**src/rtl/core/sfr_pkg.sv**
```systemverilog
// Package: widths, types and state codes of the spring force block
`default_nettype none
package sfr_pkg;
	localparam int POS_W = 24;
	localparam int SEP_W = 25;
	localparam int OUT_W = 32;
	localparam int K_W = 24;
	localparam int STEP_W = 24;
	localparam int CFG_W = 25;
	localparam int IDX_W = 2;
	localparam int SUMSQ_W = 2 * POS_W + 2;
	localparam int DEF_FRAC_BITS = 16;
	localparam int DEF_PERIOD_WIDTH = 16;

	localparam logic [IDX_W-1:0] REG_SPRING_K = 2'd0;
	localparam logic [IDX_W-1:0] REG_SEP_STEP = 2'd1;
	localparam logic [IDX_W-1:0] REG_PERIOD = 2'd2;
	localparam logic [IDX_W-1:0] REG_START = 2'd3;

	typedef enum logic [2:0] {
		ST_IDLE, ST_SQRT, ST_MAG, ST_DIV, ST_OUT
	} state_t;

	// input transfer: positions of the two particles
	typedef struct packed {
		logic [POS_W-1:0] first_x;
		logic [POS_W-1:0] first_y;
		logic [POS_W-1:0] first_z;
		logic [POS_W-1:0] second_x;
		logic [POS_W-1:0] second_y;
		logic [POS_W-1:0] second_z;
	} pair_t;

	// output transfer: forces, separation, magnitude, target, zero flag
	typedef struct packed {
		logic [OUT_W-1:0] force_x;
		logic [OUT_W-1:0] force_y;
		logic [OUT_W-1:0] force_z;
		logic [SEP_W-1:0] separation;
		logic [OUT_W-1:0] force_magnitude;
		logic [OUT_W-1:0] used_target;
		logic zero_separation;
	} spring_res_t;

	// controller to datapath
	typedef struct packed {
		logic load;
		logic sqrt_start;
		logic sqrt_step;
		logic mag;
		logic div_start;
		logic div_step;
		logic finish;
	} cmd_t;

	// datapath to controller
	typedef struct packed {
		logic sqrt_last;
		logic div_last;
		logic div_lane_last;
	} stat_t;
endpackage
`default_nettype wire

```
**src/rtl/core/sfr_ctrl.sv**
```systemverilog
// Controller state machine sequencing root, magnitude and division
`default_nettype none
module sfr_ctrl (
	input wire logic clk,
	input wire logic arst_n,
	input wire logic in_valid,
	output logic in_ready,
	output logic out_valid,
	input wire logic out_ready,
	input wire sfr_pkg::stat_t stat,
	output sfr_pkg::cmd_t cmd
);
	sfr_pkg::state_t state_q, state_d;

	// next state
	always_comb begin
		state_d = state_q;
		unique case (state_q)
			sfr_pkg::ST_IDLE: if (in_valid) state_d = sfr_pkg::ST_SQRT;
			sfr_pkg::ST_SQRT: if (stat.sqrt_last) state_d = sfr_pkg::ST_MAG;
			sfr_pkg::ST_MAG: state_d = sfr_pkg::ST_DIV;
			sfr_pkg::ST_DIV: if (stat.div_last) state_d = sfr_pkg::ST_OUT;
			sfr_pkg::ST_OUT: if (out_ready) state_d = sfr_pkg::ST_IDLE;
			default: state_d = sfr_pkg::ST_IDLE;
		endcase
	end

	// outputs
	always_comb begin
		cmd = '0;
		in_ready = 1'b0;
		out_valid = 1'b0;
		unique case (state_q)
			sfr_pkg::ST_IDLE: begin
				in_ready = 1'b1;
				cmd.load = in_valid;
				cmd.sqrt_start = in_valid;
			end
			sfr_pkg::ST_SQRT: cmd.sqrt_step = 1'b1;
			sfr_pkg::ST_MAG: begin
				cmd.mag = 1'b1;
				cmd.div_start = 1'b1;
			end
			sfr_pkg::ST_DIV: cmd.div_step = 1'b1;
			sfr_pkg::ST_OUT: begin
				out_valid = 1'b1;
				cmd.finish = out_ready;
			end
			default: ;
		endcase
	end

	always_ff @(posedge clk or negedge arst_n) begin
		if (!arst_n) state_q <= sfr_pkg::ST_IDLE;
		else state_q <= state_d;
	end
endmodule
`default_nettype wire

```
**config.mk**
```make
export PLATFORM = sky130hd
export DESIGN_NAME = sfr_ctrl
export DESIGN_NICKNAME = d
export VERILOG_FILES = /design/src/rtl/core/sfr_pkg.sv /design/src/rtl/core/sfr_ctrl.sv
export SDC_FILE = /design/constraint.sdc
export NUM_CORES = 1
export LEC_CHECK = 0
export ABC_AREA = 1
export ABC_CLOCK_PERIOD_IN_PS = 2600
export BUFFER_PORTS_ARGS = -buffer_cell sky130_fd_sc_hd__buf_4
export CAP_MARGIN = 20
export CORE_AREA = 2 2 39 41
export CTS_CLUSTER_SIZE = 16
export DETAILED_ROUTE_END_ITERATION = 8
export DIE_AREA = 0 0 41 43
export MAX_ROUTING_LAYER = met4
export PLACE_DENSITY = 0.52
export SYNTH_ARGS = -nofsm -noshare
export SYNTH_HDL_FRONTEND = slang
export SYNTH_SLANG_ARGS = --single-unit
```
**constraint.sdc**
```tcl
create_clock -name clk -period 2.6 [get_ports clk]
set_input_delay 0.13 -clock clk [delete_from_list [all_inputs] [get_ports clk]]
set_output_delay 0.13 -clock clk [all_outputs]
set_load 0.01 [all_outputs]
```
==> results.md <==
## Status
- finished, final reports clean — outcome

## Hold path
- state_q[1]$_DFFE_PN0P_ — endpoint with the worst hold slack
- in -> reg — worst hold path type
- stat[1] — startpoint of the most critical hold path
- 4 — hold path cells

## Clock tree
- 230 ps — clock latency reported for the late side of the worst-skew pair
- 2 — Max Buffers Root-to-Sink
- sky130_fd_sc_hd__clkbuf_4 — cell chosen for the clock root
- 3 — number of buffers inserted during clock tree synthesis
- 1 — number of H-tree levels
- 3 — CTS sink count
- yes — clock tree from TritonCTS
- 40 ps — clock transition at the registers of the reported paths

## Logic synthesis
- 31.7% — sequential-to-total area share from yosys stat
- 0 — Yosys Warn Count
- 41 — post-synth net total
- 236 um^2 — netlist area before placement
- sky130_fd_sc_hd__dfrtp_1 (32%), sky130_fd_sc_hd__nand3_1 (8.5%), sky130_fd_sc_hd__nand3_2 (8.5%) — largest cells by area after synthesis
- 31.7% — top cell type's share of synthesized area
- sky130_fd_sc_hd__dfrtp_1 — cell type with the highest aggregate area in the netlist
- 13 — count of cell types in the netlist
- 3 — number of synthesized register bits
- 6.96 um^2 — mean area per synthesized cell
- 34 — post-synthesis cell count

## Drt
- 0 — number of antenna-violating nets in the routed design
- 1 — number of search-and-repair iterations in the first detailed-routing pass
- 521 um — Total Wirelength
- 0 — remaining routing DRC violations
- 7.78 um — WL per Instance
- 0 — drt first-iter violations
- 259 — number of vias in the routed layout
- 3.87 — routed vias/inst

## STA
- 84.2% — worst rel slew slack
- 0 — final hold viol count
- 0 ps — setup TNS
- 144 ps — worst hold margin
- 235 ps — slew of the pin with the lowest slew margin
- 55.1% — final clock period utilization by the worst path
- 0 — total setup violations reported at the end of the flow
- false — RSZ-0062 raised after global routing
- 1430 ps — final critical-path required period
- 0 — max-slew violation total from the final report
- 0.160 ps — Clock Skew
- 698 MHz — Max Clock Freq

## Pwr
- 0.000314 V — Max IR drop VDD
- 1240 nW/um^2 — power density over the cells
- 0.213 nW — leakage
- 0.476 mW — Total Power
- 44.1% — switching portion of total power
- 0.266 mW — Power Internal
- 17.0% — share of total power in the clock network
- 0.210 mW — switching power
- 22.2% — sequential share of power
- 60.8% — Gate power share

## Worst setup path
- state_q[2]$_DFFE_PN0P_ — reg2reg end
- state_q[1]$_DFFE_PN0P_ — launch point of the worst reg-to-reg path
- 6 — cells on worst reg2reg path
- 6 — worst-path maximum fanout
- output port — kind of end point of the critical path
- register — Critical Path Source Type
- 1500 ps — flop-to-flop setup slack
- 1300 ps — Worst Path Arrival
- 2470 ps — CP Data Required Time
- reg -> out — Setup Crit Path Kind

## GRT
- 8 — maximum number of pins on one net before global-route repair
- 8.05% — global router's overall resource usage
- 0 — number of antenna violations at the first check in global routing
- 0 — remaining global-route overflow
- 250 — via count of the first global-routing pass
- 841 um — global-route wire length before repair

## Placed design
- 0.741 — weighted congestion reported at the end of routability-driven placement
- 62 — number of placed cells counting well taps
- 14 — Buffers on Ports
- 412 um — DPL Wire Length

## Finish
- state_q (3) — Top Registers
- 27.7% — Final Core Density
- 61.9% — signed area change from the synthesized netlist to the final layout
- 67 — post-route non-filler standard cell count
- 156 — count of fill cells added during filler insertion
- sky130_fd_sc_hd__buf_4 (14), sky130_fd_sc_hd__inv_1 (5), sky130_fd_sc_hd__nand3_1 (4) — commonest cells after routing, fill and taps aside
- 116 um^2 — multi-input logic area
- 59 — post-layout net count
- sky130_fd_sc_hd__buf_4 — most common cell after layout, fill and taps aside
- state_q — largest register by flop count
- 75.1 um^2 — sequential cell area
- 0 — ant diodes
- 3 — flip-flop count of the largest register after layout
- 51.0% — layout cell share with drive strength beyond 1

## Floorplan
- 41 um — die width
- 17.1% — initial cell density of the core
- 43 um — height of the die
- 1380 um^2 — Placeable Area
- 16 — top-level port count
- 14 — total number of placement rows
- 1760 um^2 — area of the die

## Job
- 0 — number of max-cap violations

## routing by layer
layer / wire length, um / part of all wire [%] / global-route usage (%)
met3: 44 / 8.4 / 3.14
met5: 0 / 0 / -
met2: 235 / 45 / 10.6
met4: 19 / 3.6 / 10.0
met1: 222 / 43 / 7.47
## per-stage QoR
stage | setup slack, ps | instance area [um^2]
2_1_floorplan | 1290 | 236
3_3_place_gp | 1420 | 347
3_5_place_dp | 1410 | 347
4_1_cts | 1160 | 383
5_1_grt | 1070 | 383
6_report | 1170 | 383
## cell families (layout without fill, tap and decap cells)
family / count (synthesis) / count (layout) / share of synthesized area (%)
simple gates: 19 / 19 / 45.0
buf+inv: 10 / 27 / 19.0
flops: 3 / 3 / 31.7
compound gates: 2 / 2 / 4.23
## worst max-delay path by stage
stage / startpoint / endpoint / slack [ps] / cells past startpoint
floorplan: state_q[0]$_DFFE_PN0P_ / cmd[6] / 1290 / 3
global placement: state_q[0]$_DFFE_PN0P_ / cmd[5] / 1420 / 3
detailed placement: state_q[0]$_DFFE_PN0P_ / cmd[6] / 1410 / 3
CTS: state_q[0]$_DFFE_PN0P_ / cmd[6] / 1160 / 3
global route: state_q[0]$_DFFE_PN0P_ / cmd[6] / 1070 / 3
finish: state_q[0]$_DFFE_PN0P_ / cmd[5] / 1170 / 3
## power groups by stage
stage               clock (mW)  sequential [mW]  combinational (mW)
floorplan                    0            0.100               0.197
global placement             0            0.107               0.293
detailed placement           0            0.107               0.291
CTS                     0.0848            0.107               0.293
global route            0.0908            0.111               0.325
finish                  0.0810            0.106               0.289
## area by class of cell
cell class                 count  area share (%)
sequential                     3            19.6
clock buffer                   4            6.86
tap                           16            5.23
multi-input combinational     21            30.4
timing repair buffer          15            30.1
inverter                       8            7.84
## cells in the mapped netlist (all sizes together)
master	number
dfrtp	3
o21ai	2
nor3	2
nand2	3
nor2	6
buf	2
nand3	6
inv	8
or2	1
nor4	1
## repair_timing
item,4_1_cts,5_1_grt
hold buffers,1,0
buffers inserted,0,0
endpoints found under the setup margin,0,0
endpoints found under the hold margin,3,0
resized for setup,0,0
## critical path, cell delays in order (launching register included)
cell and delay [ps]:
sky130_fd_sc_hd__dfrtp_1 420, sky130_fd_sc_hd__or2_4 280, sky130_fd_sc_hd__nor3_1 200, sky130_fd_sc_hd__buf_4 170
Note: power is estimated with default switching activity, not from simulation.
